[src/rtl/lees_pkg.sv]
`timescale 1ns / 1ps
// ----------------------------------------------------------------------------
// lees_pkg
// Shared types, codes and register defaults for the edge escape sequencer.
// ----------------------------------------------------------------------------
package lees_pkg;

    localparam int TIME_W   = 32;
    localparam int CFG_W    = 16;
    localparam int APB_AW   = 5;
    localparam int APB_DW   = 32;

    typedef enum logic [2:0] {
        PH_NONE    = 3'd0,
        PH_BRAKE   = 3'd1,
        PH_REVERSE = 3'd2,
        PH_FTURN   = 3'd3,
        PH_STURN   = 3'd4,
        PH_FORWARD = 3'd5
    } phase_t;

    typedef enum logic [2:0] {
        CMD_NONE   = 3'd0,
        CMD_BRAKE  = 3'd1,
        CMD_BACK   = 3'd2,
        CMD_FWD    = 3'd3,
        CMD_ROTATE = 3'd4,
        CMD_STOP   = 3'd5
    } motor_cmd_t;

    typedef enum logic [2:0] {
        RI_FRONT_BRAKE    = 3'd0,
        RI_FRONT_MIN_BACK = 3'd1,
        RI_FRONT_MAX_BACK = 3'd2,
        RI_REAR_CONFIRM   = 3'd3,
        RI_FRONT_TURN     = 3'd4,
        RI_SIDE_TURN      = 3'd5,
        RI_BACK_FORWARD   = 3'd6
    } reg_idx_t;

    localparam logic [CFG_W-1:0] FRONT_BRAKE_RST    = 16'd50;
    localparam logic [CFG_W-1:0] FRONT_MIN_BACK_RST = 16'd150;
    localparam logic [CFG_W-1:0] FRONT_MAX_BACK_RST = 16'd400;
    localparam logic [CFG_W-1:0] REAR_CONFIRM_RST   = 16'd30;
    localparam logic [CFG_W-1:0] FRONT_TURN_RST     = 16'd250;
    localparam logic [CFG_W-1:0] SIDE_TURN_RST      = 16'd200;
    localparam logic [CFG_W-1:0] BACK_FORWARD_RST   = 16'd300;

    typedef struct packed {
        logic [CFG_W-1:0] front_brake_ms;
        logic [CFG_W-1:0] front_min_back_ms;
        logic [CFG_W-1:0] front_max_back_ms;
        logic [CFG_W-1:0] rear_confirm_ms;
        logic [CFG_W-1:0] front_turn_ms;
        logic [CFG_W-1:0] side_turn_ms;
        logic [CFG_W-1:0] back_forward_ms;
    } cfg_t;

    typedef struct packed {
        logic [TIME_W-1:0] now_ms;
        logic              front_left;
        logic              front_right;
        logic              left_edge;
        logic              right_edge;
        logic              back_edge;
    } in_item_t;

    typedef struct packed {
        logic       active;
        logic [2:0] motor_cmd;
        logic       turn_dir;
        logic       search_reset;
        logic [2:0] escape_phase;
    } out_item_t;

endpackage

[src/rtl/lees_apb_regs.sv]
`timescale 1ns / 1ps
// ----------------------------------------------------------------------------
// lees_apb_regs
// APB register file holding the seven escape timing registers.
// ----------------------------------------------------------------------------
module lees_apb_regs (
    input  logic                        aclk,
    input  logic                        aresetn,
    input  logic                        psel,
    input  logic                        penable,
    input  logic                        pwrite,
    input  logic [lees_pkg::APB_AW-1:0] paddr,
    input  logic [lees_pkg::APB_DW-1:0] pwdata,
    output logic [lees_pkg::APB_DW-1:0] prdata,
    output logic                        pready,
    output lees_pkg::cfg_t              cfg
);
    import lees_pkg::*;

    cfg_t             cfg_reg;
    logic             wr_en;
    reg_idx_t         idx;
    logic [CFG_W-1:0] wval;
    logic [CFG_W-1:0] rval;

    assign pready = 1'b1;
    assign wr_en  = psel && penable && pwrite;
    assign idx    = reg_idx_t'(paddr[APB_AW-1:2]);
    assign wval   = pwdata[CFG_W-1:0];
    assign cfg    = cfg_reg;
    assign prdata = {{(APB_DW-CFG_W){1'b0}}, rval};

    always_comb begin
        unique case (idx)
            RI_FRONT_BRAKE:    rval = cfg_reg.front_brake_ms;
            RI_FRONT_MIN_BACK: rval = cfg_reg.front_min_back_ms;
            RI_FRONT_MAX_BACK: rval = cfg_reg.front_max_back_ms;
            RI_REAR_CONFIRM:   rval = cfg_reg.rear_confirm_ms;
            RI_FRONT_TURN:     rval = cfg_reg.front_turn_ms;
            RI_SIDE_TURN:      rval = cfg_reg.side_turn_ms;
            RI_BACK_FORWARD:   rval = cfg_reg.back_forward_ms;
            default:           rval = '0;
        endcase
    end

    always_ff @(posedge aclk) begin
        if (!aresetn) begin
            cfg_reg.front_brake_ms    <= FRONT_BRAKE_RST;
            cfg_reg.front_min_back_ms <= FRONT_MIN_BACK_RST;
            cfg_reg.front_max_back_ms <= FRONT_MAX_BACK_RST;
            cfg_reg.rear_confirm_ms   <= REAR_CONFIRM_RST;
            cfg_reg.front_turn_ms     <= FRONT_TURN_RST;
            cfg_reg.side_turn_ms      <= SIDE_TURN_RST;
            cfg_reg.back_forward_ms   <= BACK_FORWARD_RST;
        end else if (wr_en) begin
            // addresses past the last register are dropped
            unique case (idx)
                RI_FRONT_BRAKE:    cfg_reg.front_brake_ms    <= wval;
                RI_FRONT_MIN_BACK: cfg_reg.front_min_back_ms <= wval;
                RI_FRONT_MAX_BACK: cfg_reg.front_max_back_ms <= wval;
                RI_REAR_CONFIRM:   cfg_reg.rear_confirm_ms   <= wval;
                RI_FRONT_TURN:     cfg_reg.front_turn_ms     <= wval;
                RI_SIDE_TURN:      cfg_reg.side_turn_ms      <= wval;
                RI_BACK_FORWARD:   cfg_reg.back_forward_ms   <= wval;
                default: ;
            endcase
        end
    end

endmodule

[src/rtl/lees_step.sv]
`timescale 1ns / 1ps
// ----------------------------------------------------------------------------
// lees_step
// Escape state machine: holds phase, direction and timers, and computes the
// result of one sensor item against the current state.
// ----------------------------------------------------------------------------
module lees_step (
    input  logic                aclk,
    input  logic                aresetn,
    input  logic                advance,
    input  lees_pkg::in_item_t  item,
    input  lees_pkg::cfg_t      cfg,
    output lees_pkg::out_item_t res
);
    import lees_pkg::*;

    phase_t            phase_reg, phase_next;
    logic              dir_reg, dir_next;
    logic [TIME_W-1:0] start_reg, start_next;
    logic [TIME_W-1:0] rear_reg, rear_next;

    logic              fl, fr, le, re, bk;
    logic [TIME_W-1:0] now;
    logic [TIME_W-1:0] elapsed;
    logic [TIME_W-1:0] rear_hold;
    logic              idle;
    logic              done;
    logic              turn_now;
    motor_cmd_t        cmd;
    phase_t            cur;

    assign now = item.now_ms;
    assign fl  = item.front_left;
    assign fr  = item.front_right;
    assign le  = item.left_edge;
    assign re  = item.right_edge;
    assign bk  = item.back_edge;

    always_ff @(posedge aclk) begin
        if (!aresetn) begin
            phase_reg <= PH_NONE;
            dir_reg   <= 1'b0;
            start_reg <= '0;
            rear_reg  <= '0;
        end else if (advance) begin
            phase_reg <= phase_next;
            dir_reg   <= dir_next;
            start_reg <= start_next;
            rear_reg  <= rear_next;
        end
    end

    always_comb begin
        cur        = phase_reg;
        dir_next   = dir_reg;
        start_next = start_reg;
        rear_next  = rear_reg;
        idle       = 1'b0;
        done       = 1'b0;
        turn_now   = 1'b0;
        cmd        = CMD_NONE;
        rear_hold  = '0;

        // start an escape when none is running
        if (cur == PH_NONE) begin
            if (fl || fr) begin
                cur = PH_BRAKE;
                dir_next = fr && !fl;
            end else if (le) begin
                cur = PH_STURN;
                dir_next = 1'b0;
            end else if (re) begin
                cur = PH_STURN;
                dir_next = 1'b1;
            end else if (bk) begin
                cur = PH_FORWARD;
                dir_next = 1'b0;
            end else begin
                idle = 1'b1;
            end
            start_next = now;
            rear_next  = '0;
            if (idle) begin
                start_next = start_reg;
                rear_next  = rear_reg;
            end
        end

        elapsed    = now - start_next;
        phase_next = cur;

        unique case (cur)
            PH_BRAKE: begin
                cmd = CMD_BRAKE;
                if (elapsed >= TIME_W'(cfg.front_brake_ms)) begin
                    phase_next = PH_REVERSE;
                    start_next = now;
                end
            end
            PH_REVERSE: begin
                if (bk && rear_next == '0) begin
                    rear_next = now;
                end else if (!bk) begin
                    rear_next = '0;
                end
                rear_hold = now - rear_next;
                turn_now = (rear_next != '0 && rear_hold >= TIME_W'(cfg.rear_confirm_ms))
                        || elapsed >= TIME_W'(cfg.front_max_back_ms)
                        || (elapsed >= TIME_W'(cfg.front_min_back_ms) && !fl && !fr);
                if (turn_now) begin
                    phase_next = PH_FTURN;
                    start_next = now;
                    cmd = CMD_ROTATE;
                end else begin
                    cmd = CMD_BACK;
                end
            end
            PH_FTURN: begin
                cmd = CMD_ROTATE;
                if (elapsed >= TIME_W'(cfg.front_turn_ms)) begin
                    phase_next = PH_NONE;
                    done = 1'b1;
                end
            end
            PH_STURN: begin
                cmd = CMD_ROTATE;
                if (elapsed >= TIME_W'(cfg.side_turn_ms)) begin
                    phase_next = PH_NONE;
                    done = 1'b1;
                end
            end
            PH_FORWARD: begin
                if (fl || fr) begin
                    cmd = CMD_STOP;
                    phase_next = PH_FTURN;
                    start_next = now;
                end else begin
                    cmd = CMD_FWD;
                    if (elapsed >= TIME_W'(cfg.back_forward_ms) && !bk) begin
                        phase_next = PH_NONE;
                        done = 1'b1;
                    end
                end
            end
            default: begin
                // no escape running: hold everything
                phase_next = PH_NONE;
            end
        endcase

        if (idle) begin
            res = '0;
        end else begin
            res.active       = 1'b1;
            res.motor_cmd    = cmd;
            res.turn_dir     = dir_next;
            res.search_reset = done;
            res.escape_phase = phase_next;
        end
    end

    a_done_ends: assert property (@(posedge aclk) disable iff (!aresetn)
        advance && res.search_reset |=> phase_reg == PH_NONE)
        else $error("finished escape left a phase running");

    a_idle_quiet: assert property (@(posedge aclk) disable iff (!aresetn)
        advance && !res.active |=> phase_reg == PH_NONE && $stable(start_reg))
        else $error("idle item changed escape state");

    a_hold: assert property (@(posedge aclk) disable iff (!aresetn)
        !advance |=> $stable(phase_reg) && $stable(dir_reg) && $stable(rear_reg))
        else $error("state moved without an item");

    a_phase_out: assert property (@(posedge aclk) disable iff (!aresetn)
        advance && res.active |=> phase_reg == phase_t'($past(res.escape_phase)))
        else $error("reported phase differs from stored phase");

endmodule

[src/rtl/line_edge_escape_sequencer.sv]
`timescale 1ns / 1ps
// ----------------------------------------------------------------------------
// line_edge_escape_sequencer
// Edge escape sequencer: an input register, the escape state machine, and a
// result register, with an APB port for the seven timing registers.
// ----------------------------------------------------------------------------
// Item accept to result valid passes through the input reg and the result reg.
// Throughput: 1 item per cycle while m_ready does not stall the result register.
// Reset (aresetn low, synchronous): pipeline empty, phase none, direction
// right, timers cleared, timing registers at their defaults.
// ----------------------------------------------------------------------------
module line_edge_escape_sequencer (
    input  logic                        aclk,
    input  logic                        aresetn,
    input  logic                        s_valid,
    output logic                        s_ready,
    input  lees_pkg::in_item_t          s_item,
    output logic                        m_valid,
    input  logic                        m_ready,
    output lees_pkg::out_item_t         m_item,
    input  logic                        psel,
    input  logic                        penable,
    input  logic                        pwrite,
    input  logic [lees_pkg::APB_AW-1:0] paddr,
    input  logic [lees_pkg::APB_DW-1:0] pwdata,
    output logic [lees_pkg::APB_DW-1:0] prdata,
    output logic                        pready
);
    import lees_pkg::*;

    cfg_t      cfg;
    in_item_t  in_item_reg;
    logic      in_valid_reg;
    out_item_t m_item_reg;
    logic      m_valid_reg;
    out_item_t res;
    logic      advance;

    assign advance = in_valid_reg && (!m_valid_reg || m_ready);
    assign s_ready = !in_valid_reg || advance;
    assign m_valid = m_valid_reg;
    assign m_item  = m_item_reg;

    lees_apb_regs u_regs (
        .aclk    (aclk),
        .aresetn (aresetn),
        .psel    (psel),
        .penable (penable),
        .pwrite  (pwrite),
        .paddr   (paddr),
        .pwdata  (pwdata),
        .prdata  (prdata),
        .pready  (pready),
        .cfg     (cfg)
    );

    lees_step u_step (
        .aclk    (aclk),
        .aresetn (aresetn),
        .advance (advance),
        .item    (in_item_reg),
        .cfg     (cfg),
        .res     (res)
    );

    always_ff @(posedge aclk) begin
        if (!aresetn) begin
            in_valid_reg <= 1'b0;
            m_valid_reg  <= 1'b0;
        end else begin
            if (s_valid && s_ready) begin
                in_valid_reg <= 1'b1;
            end else if (advance) begin
                in_valid_reg <= 1'b0;
            end
            if (advance) begin
                m_valid_reg <= 1'b1;
            end else if (m_ready) begin
                m_valid_reg <= 1'b0;
            end
        end
    end

    always_ff @(posedge aclk) begin
        if (s_valid && s_ready) begin
            in_item_reg <= s_item;
        end
        if (advance) begin
            m_item_reg <= res;
        end
    end

endmodule

[config.mk]
export PLATFORM = sky130hd
export DESIGN_NAME = line_edge_escape_sequencer
export DESIGN_NICKNAME = d
export VERILOG_FILES = /design/src/rtl/lees_pkg.sv /design/src/rtl/lees_apb_regs.sv /design/src/rtl/lees_step.sv /design/src/rtl/line_edge_escape_sequencer.sv
export SDC_FILE = /design/constraint.sdc
export NUM_CORES = 1
export LEC_CHECK = 0
export BUFFER_PORTS_ARGS = -buffer_cell sky130_fd_sc_hd__buf_4
export CAP_MARGIN = 20
export CORE_ASPECT_RATIO = 1.2
export CORE_MARGIN = 10
export CORE_UTILIZATION = 28
export CTS_CLUSTER_DIAMETER = 40
export DETAILED_ROUTE_END_ITERATION = 12
export GPL_TIMING_DRIVEN = 1
export SKIP_CTS_REPAIR_TIMING = 1
export SLEW_MARGIN = 20
export SYNTH_ARGS = -nofsm -noshare
export SYNTH_HDL_FRONTEND = slang
export SYNTH_HIERARCHICAL = 1
export SYNTH_SLANG_ARGS = --single-unit
[constraint.sdc]
create_clock -name aclk -period 9.1 [get_ports aclk]
set_input_delay 0 -clock aclk [delete_from_list [all_inputs] [get_ports aclk]]
set_output_delay 0 -clock aclk [all_outputs]
set_load 0.005 [all_outputs]
### Word level (Yosys, flattened, before mapping)

Index checks and enable logic that the tools add are counted.
W data, S select, Z words.

| storage, ports and cells | value |
|---|---|
| flip-flop bits (word level) | 228 |
| latch bits | 0 |
| RAM bits | 0 |
| memory bits (read-only) | 0 |
| word-level logic and storage cells | 127 |
| memories | 0 |

| cells by class | value |
|---|---|
| add/subtract/negate cells | 2 |
| multiply operators | 0 |
| divide/modulo/power cells | 0 |
| order comparisons | 7 |
| equality and inequality tests | 11 |
| shifts and indexed selects | 0 |
| multiplexer cells | 49 |
| bitwise gates (word level) | 0 |
| reductions and logical operators | 34 |

Operators by type and width:

| cell | count |
|---|---|
| $mux W32 | 11 |
| $ge A32 B16 Y1 | 7 |
| $pmux W16 S7 | 1 |
| $pmux W32 S3 | 1 |
| $sub A32 B32 Y32 | 2 |
| $mux W3 | 13 |
| $logic_not A32 Y1 | 1 |
| $reduce_bool A32 Y1 | 1 |
| $mux W1 | 19 |
| $eq A3 B3 Y1 const B | 5 |
| $pmux W3 S5 | 1 |
| $reduce_and A2 Y1 | 7 |
| $eq A3 B2 Y1 const B | 4 |
| $pmux W3 S4 | 1 |
| $logic_and A1 B1 Y1 | 10 |
| $mux W9 | 1 |
| $eq A3 B1 Y1 const B | 2 |
| $logic_not A3 Y1 | 2 |
| $logic_not A1 Y1 | 5 |
| $logic_or A1 B1 Y1 | 5 |
| $reduce_bool A2 Y1 | 2 |
| $pmux W1 S3 | 1 |
| $reduce_or A2 Y1 | 1 |

### Longest topological paths before layout

| logic depth | value |
|---|---|
| depth in word-level cells | 19 |
| mapped depth | 32 |
| mapped depth without buffers | 28 |

### Hierarchy

The synthesis kept the hierarchy.

Modules (own cells, without submodules):

| module | times used | cells each | area each (um2) | sequential area each (um2) |
|---|---|---|---|---|
| lees_step | 1 | 1622 | 11573.6 | 1361.3 |
| lees_apb_regs | 1 | 540 | 5295.1 | 2242.2 |
| line_edge_escape_sequencer | 1 | 55 | 1485.2 | 1421.4 |

### Least setup slack after synthesis

OpenSTA, ideal clock, no wires.

| timing | value |
|---|---|
| path type | reg2reg |
| from | reg u_step.rear_reg[3] |
| to | reg u_step.start_reg[30] |
| library setup time | 0.134 ns |
| arrival | 6.374 ns |
| slack | 2.592 ns |
| cell stages (with the launch flop) | 30 |
| buffers on the path | 5 |
| clock period less this slack | 6.508 ns |
| cell sequence | dfxtp_1 > buf_6 > nor4_4 > nand4_2 > or4_1 > buf_6 > nand2_1 > clkbuf_1 > buf_1 > a22oi_1 > ha_1 > a21o_1 > a31o_2 > a21oi_1 > a21oi_1 > xor2_1 > ha_1 > a21oi_1 > o22ai_1 > nor3_1 > o221ai_1 > or3_1 > a2111oi_2 > o2111ai_1 > or4_4 > nor2_4 > o21bai_4 > buf_2 > nand4_1 > o311ai_2 |

| between the ends | value |
|---|---|
| cells in the longest elaborated chain, start to end | 13 |
| elaborated cells between the ends (all ways) | 15 |
| classes of those cells | add/sub: 1; order compare: 1; mux: 7; reduce/logical: 6 |

Ends and longest elaborated chain:

| element | line | source |
|---|---|---|
| start, declared | lees_step.sv:20 | `logic [TIME_W-1:0] rear_reg, rear_next;` |
| start signal, assigned | lees_step.sv:49 | `rear_reg <= rear_next;` |
| $mux W32 | lees_step.sv:83 | `if (idle) begin` |
| $mux W32 (*) | lees_step.sv:65 | `if (cur == PH_NONE) begin` |
| $logic_not A32 Y1 | lees_step.sv:101 | `if (bk && rear_next == '0) begin` |
| $logic_and A1 B1 Y1 | lees_step.sv:101 |  |
| $mux W32 (*) | lees_step.sv:101 |  |
| $mux W32 (*) | lees_step.sv:92 | `unique case (cur)` |
| $sub A32 B32 Y32 | lees_step.sv:106 | `rear_hold = now - rear_next;` |
| $ge A32 B16 Y1 | lees_step.sv:107 | `turn_now = (rear_next != '0 && rear_hold >= TIME_W'(cfg.rear_confirm_ms))` |
| $logic_and A1 B1 Y1 (*) | lees_step.sv:107 |  |
| $logic_or A1 B1 Y1 (*) | lees_step.sv:108 | `\|\| elapsed >= TIME_W'(cfg.front_max_back_ms)` |
| $logic_or A1 B1 Y1 (*) | lees_step.sv:109 | `\|\| (elapsed >= TIME_W'(cfg.front_min_back_ms) && !fl && !fr);` |
| $mux W32 (*) | lees_step.sv:110 | `if (turn_now) begin` |
| $pmux W32 S3 (*) | lees_step.sv:92 |  |
| end signal, assigned | lees_step.sv:48 | `start_reg <= start_next;` |
| end, declared | lees_step.sv:19 | `logic [TIME_W-1:0] start_reg, start_next;` |

Mark *: on every way between the ends. The rest lies on a longest branch, timed or not. The select of a mux whose other input is x is not followed.
A chain may end at the register's enable or synchronous reset.

### Final worst setup path

| timing | value |
|---|---|
| from | reg in_item_reg[1] (netlist bit) |
| to | reg u_step.start_reg[23] |

| between the ends | value |
|---|---|
| cells in the longest elaborated chain, start to end | 17 |
| elaborated cells between the ends (all ways) | 36 |
| classes of those cells | add/sub: 2; order compare: 4; eq/ne: 3; mux: 19; reduce/logical: 8 |

Ends and longest elaborated chain:

| element | line | source |
|---|---|---|
| start, declared | line_edge_escape_sequencer.sv:32 | `in_item_t in_item_reg;` |
| start signal, assigned | line_edge_escape_sequencer.sv:86 | `in_item_reg <= s_item;` |
| $mux W1 | lees_step.sv:72 | `end else if (re) begin` |
| $mux W1 | lees_step.sv:69 | `end else if (le) begin` |
| $mux W1 | lees_step.sv:66 | `if (fl \|\| fr) begin` |
| $mux W1 | lees_step.sv:65 |  |
| $mux W32 | lees_step.sv:83 |  |
| $mux W32 | lees_step.sv:65 |  |
| $logic_not A32 Y1 | lees_step.sv:101 |  |
| $logic_and A1 B1 Y1 | lees_step.sv:101 |  |
| $mux W32 | lees_step.sv:101 |  |
| $mux W32 | lees_step.sv:92 |  |
| $sub A32 B32 Y32 | lees_step.sv:106 |  |
| $ge A32 B16 Y1 | lees_step.sv:107 |  |
| $logic_and A1 B1 Y1 | lees_step.sv:107 |  |
| $logic_or A1 B1 Y1 | lees_step.sv:108 |  |
| $logic_or A1 B1 Y1 | lees_step.sv:109 |  |
| $mux W32 | lees_step.sv:110 |  |
| $pmux W32 S3 (*) | lees_step.sv:92 |  |

Marks and branches as above.

==> metrics.csv <==
stage;metric;value;unit
outcome;status;finished, violations left;
outcome;violated checks;negative hold slack;
pwr;NetSw;1400;µW
routing;DR vias;17300;
clock_network;H-tree Lvls;2;
die;starting density of the core;28.4;%
die;FP Rows;102;
global_route;total gr overflow;0;
routing;Pre-Repair DR Iteration Count;7;
global_route;total track usage;15.9;%
die;height of the die;300;µm
hold_path;hold_sp;pwdata[14];
global_route;initial antenna violation count;1;
timing;final hold violation count;15;
cells_and_area;commonest cells after routing, fill and taps aside;nand2_1 (235), dfxtp_1 (182), mux2i_1 (164), ha_1 (164), inv_1 (163);
yosys;sequential share of the synthesized area;27.4;%
timing;fin. max-slew vios;0;
clock_network;Inserted Clock Buffers;44;
yosys;Syn. warnings;6;
cells_and_area;commonest non-fill, non-tap cell in the layout;nand2_1;
clock_network;clock root cell;clkbuf_16;
timing;fmax;0.122;GHz
cells_and_area;Final Core Density;33.5;%
timing;Setup-failing EPs final;0;
pwr;combinational share of power;30.6;%
global_route;vias in the first global route;16400;
global_route;pin count of the biggest net entering global routing;76;
placement;Post-DP Area;19600;µm²
setup_path;Worst EP arrival;8.69;ns
flow_run;maxcap violations;0;
yosys;EDFF count, synth;46;
routing;Antenna Nets Post-Route;0;
pwr;Cell Pwr Density;181;nW/µm²
setup_path;Register-to-Register Path Depth;25;
pwr;Switching Share;35.7;%
cells_and_area;Final Cell Area;21700;µm²
clock_network;clk_lat worst skew;0.59;ns
timing;Tightest Pin Transition;1.16;ns
setup_path;reg2reg end;u_step/start_reg[23];
yosys;top_reg_cell synth;dfxtp_1;
clock_network;clock sink total;228;
timing;WHS;-0.0288;ns
setup_path;Critical Path End Type;register;
die;Die W;254;µm
pwr;Final Total Pwr;3910;µW
routing;Wirelength per Cell;19.9;µm
placement;GP Congestion;0.941;
setup_path;worst-path maximum fanout;43;
yosys;Mapped Cells;2217;
pwr;Flop pwr share;28.2;%
placement;I/O Buffers;89;
cells_and_area;nets;2554;
die;core area;64700;µm²
cells_and_area;max reg flops;112;
timing;RSZ-0062 raised after global routing;false;
timing;clk_skew;0.0282;ns
clock_network;Reg clk slew, reported paths;0.05;ns
global_route;first-pass GRT wire length;96000;µm
routing;final wirelength;63100;µm
pwr;P_int;2520;µW
cells_and_area;fillers;6654;
cells_and_area;Post-Layout Cell Count;3175;
yosys;Synth cell types;98;
timing;fin crit period;8.23;ns
setup_path;Crit path largest cell delay;0.61;ns
cells_and_area;Antenna Cells;0;
pwr;Peak VDD IR;0.121;mV
hold_path;Min-Delay Endpoint;u_regs/cfg[46];
cells_and_area;layout cells sized above 1;10.9;%
timing;crit share post-route;90.4;%
pwr;Clock power frac;41.2;%
routing;DR vias/cell;5.45;
hold_path;worst min path class;in2reg;
timing;Fin Setup TNS;0;ns
yosys;asr flop ratio synth;0;%
placement;post-DP HPWL;45600;µm
setup_path;Reg-to-Reg Start;in_item_reg[1];
setup_path;Slowest-stage cell, CP;o21ai_4;
clock_network;clk buf depth;3;
die;IO Pins;125;
cells_and_area;Layout area overhead;18.0;%
routing;initial detailed-routing violation count;1360;
pwr;leakage;0.00893;µW
yosys;cell area after synthesis;18400;µm²
setup_path;Setup CP Type;reg2reg;
die;Die ar.;76200;µm²
hold_path;hold path cells;3;
routing;DRC viols;0;
setup_path;CP required;9.57;ns
timing;Max-Slew Margin vs Limit;22.4;%
yosys;Seq cells post-synth;228;
yosys;syn_area_per_cell;8.28;µm²
clock_network;TritonCTS clock tree;built;
setup_path;crit path launch type;register;
placement;DP Cell Count;3039;
setup_path;R2R Setup Slk;0.87;ns
[routing by layer]
layer  wire length, µm  share of wire, %  GRT usage [%]  vias to the layer above
met4              2340               3.7           6.19                        2
li1                  -                 -              -                     8349
met5                11             0.017              0                        -
met1             28500                45           20.9                     8215
met2             28300                45           25.3                      593
met3              3860               6.1           2.68                      136
[cells by family (layout without fill, tap and decap cells)]
family	Yosys count	count (layout)	share of synthesized area (%)
DFF	228	228	27.4
muxes	175	175	9.68
and+or+nand+nor	706	706	19.9
xor gates and xnor gates	28	28	1.34
other	2	17	0.0409
buffers and inverters	307	418	7.42
AOI/OAI and AO/OA	606	606	22.9
adders and majority gates	165	165	11.3
[layout make-up]
| cell class | instances | area (µm²) | area share, % |
|---|---|---|---|
| timing repair buffer | 174 | 1450 | 6.68 |
| multi-input combinational | 1697 | 12100 | 55.7 |
| sequential | 228 | 5020 | 23.2 |
| clock inverter | 29 | 289 | 1.33 |
| inverter | 163 | 612 | 2.82 |
| tap | 832 | 1040 | 4.80 |
| clock buffer | 52 | 1180 | 5.46 |
[worst max-delay path by stage]
stage                   startpoint                    to  depth (start not counted)
3_3_place_gp        in_item_reg[1]  u_step/start_reg[17]                         25
4_1_cts             in_item_reg[1]  u_step/start_reg[23]                         25
2_1_floorplan   u_step/rear_reg[3]  u_step/start_reg[30]                         29
3_5_place_dp        in_item_reg[1]  u_step/start_reg[23]                         25
6_report            in_item_reg[1]  u_step/start_reg[23]                         25
5_1_grt        u_step/rear_reg[17]  u_step/start_reg[23]                         28
[power by group through the flow]
stage | sequential (µW) | clock [µW] | combinational [µW]
2_1_floorplan | 1100 | 0 | 817
3_3_place_gp | 1120 | 0 | 1140
3_5_place_dp | 1120 | 0 | 1150
4_1_cts | 1100 | 1640 | 1160
5_1_grt | 1110 | 1690 | 1320
6_report | 1100 | 1610 | 1200
[cell usage after synthesis (all sizes together) (31+ instances only)]
| master | n | share of area, % |
|---|---|---|
| a21o | 49 | 2.0 |
| a21oi | 117 | 3.2 |
| a22oi | 35 | 1.4 |
| and2 | 31 | 1.1 |
| buf | 66 | 2.5 |
| clkbuf | 78 | 1.6 |
| dfxtp | 182 | 20 |
| edfxtp | 46 | 7.5 |
| ha | 164 | 11 |
| inv | 163 | 3.3 |
| mux2i | 164 | 8.9 |
| nand2 | 235 | 4.8 |
| nand2b | 39 | 1.4 |
| nand3 | 46 | 1.3 |
| nand3b | 34 | 1.5 |
| nand4 | 52 | 1.8 |
| nor2 | 114 | 2.5 |
| nor2b | 56 | 1.9 |
| o211ai | 34 | 1.4 |
| o21ai | 125 | 3.4 |
| o311ai | 33 | 1.6 |
[metrics by stage]
stage / worst slack [ns] / hold slack (ns)
finish: 0.875 / -0.0288
global route: 0.485 / 0.000100
CTS: 0.940 / -0.429
detailed placement: 0.971 / 0.180
global placement: 1.06 / 0.179
floorplan: 2.59 / 0.0989
[worst max-delay path: cells and delay by family, from the launching register on]
kind / cells / cell delay, ns
AOI/OAI and AO/OA: 13 / 3.46
xor gates and xnor gates: 1 / 0.39
adders and majority gates: 2 / 0.68
buffers and inverters: 2 / 0.80
DFF: 1 / 0.41
muxes: 1 / 0.28
and+or+nand+nor: 6 / 2.06
Note: power is estimated with default switching activity, not from simulation.
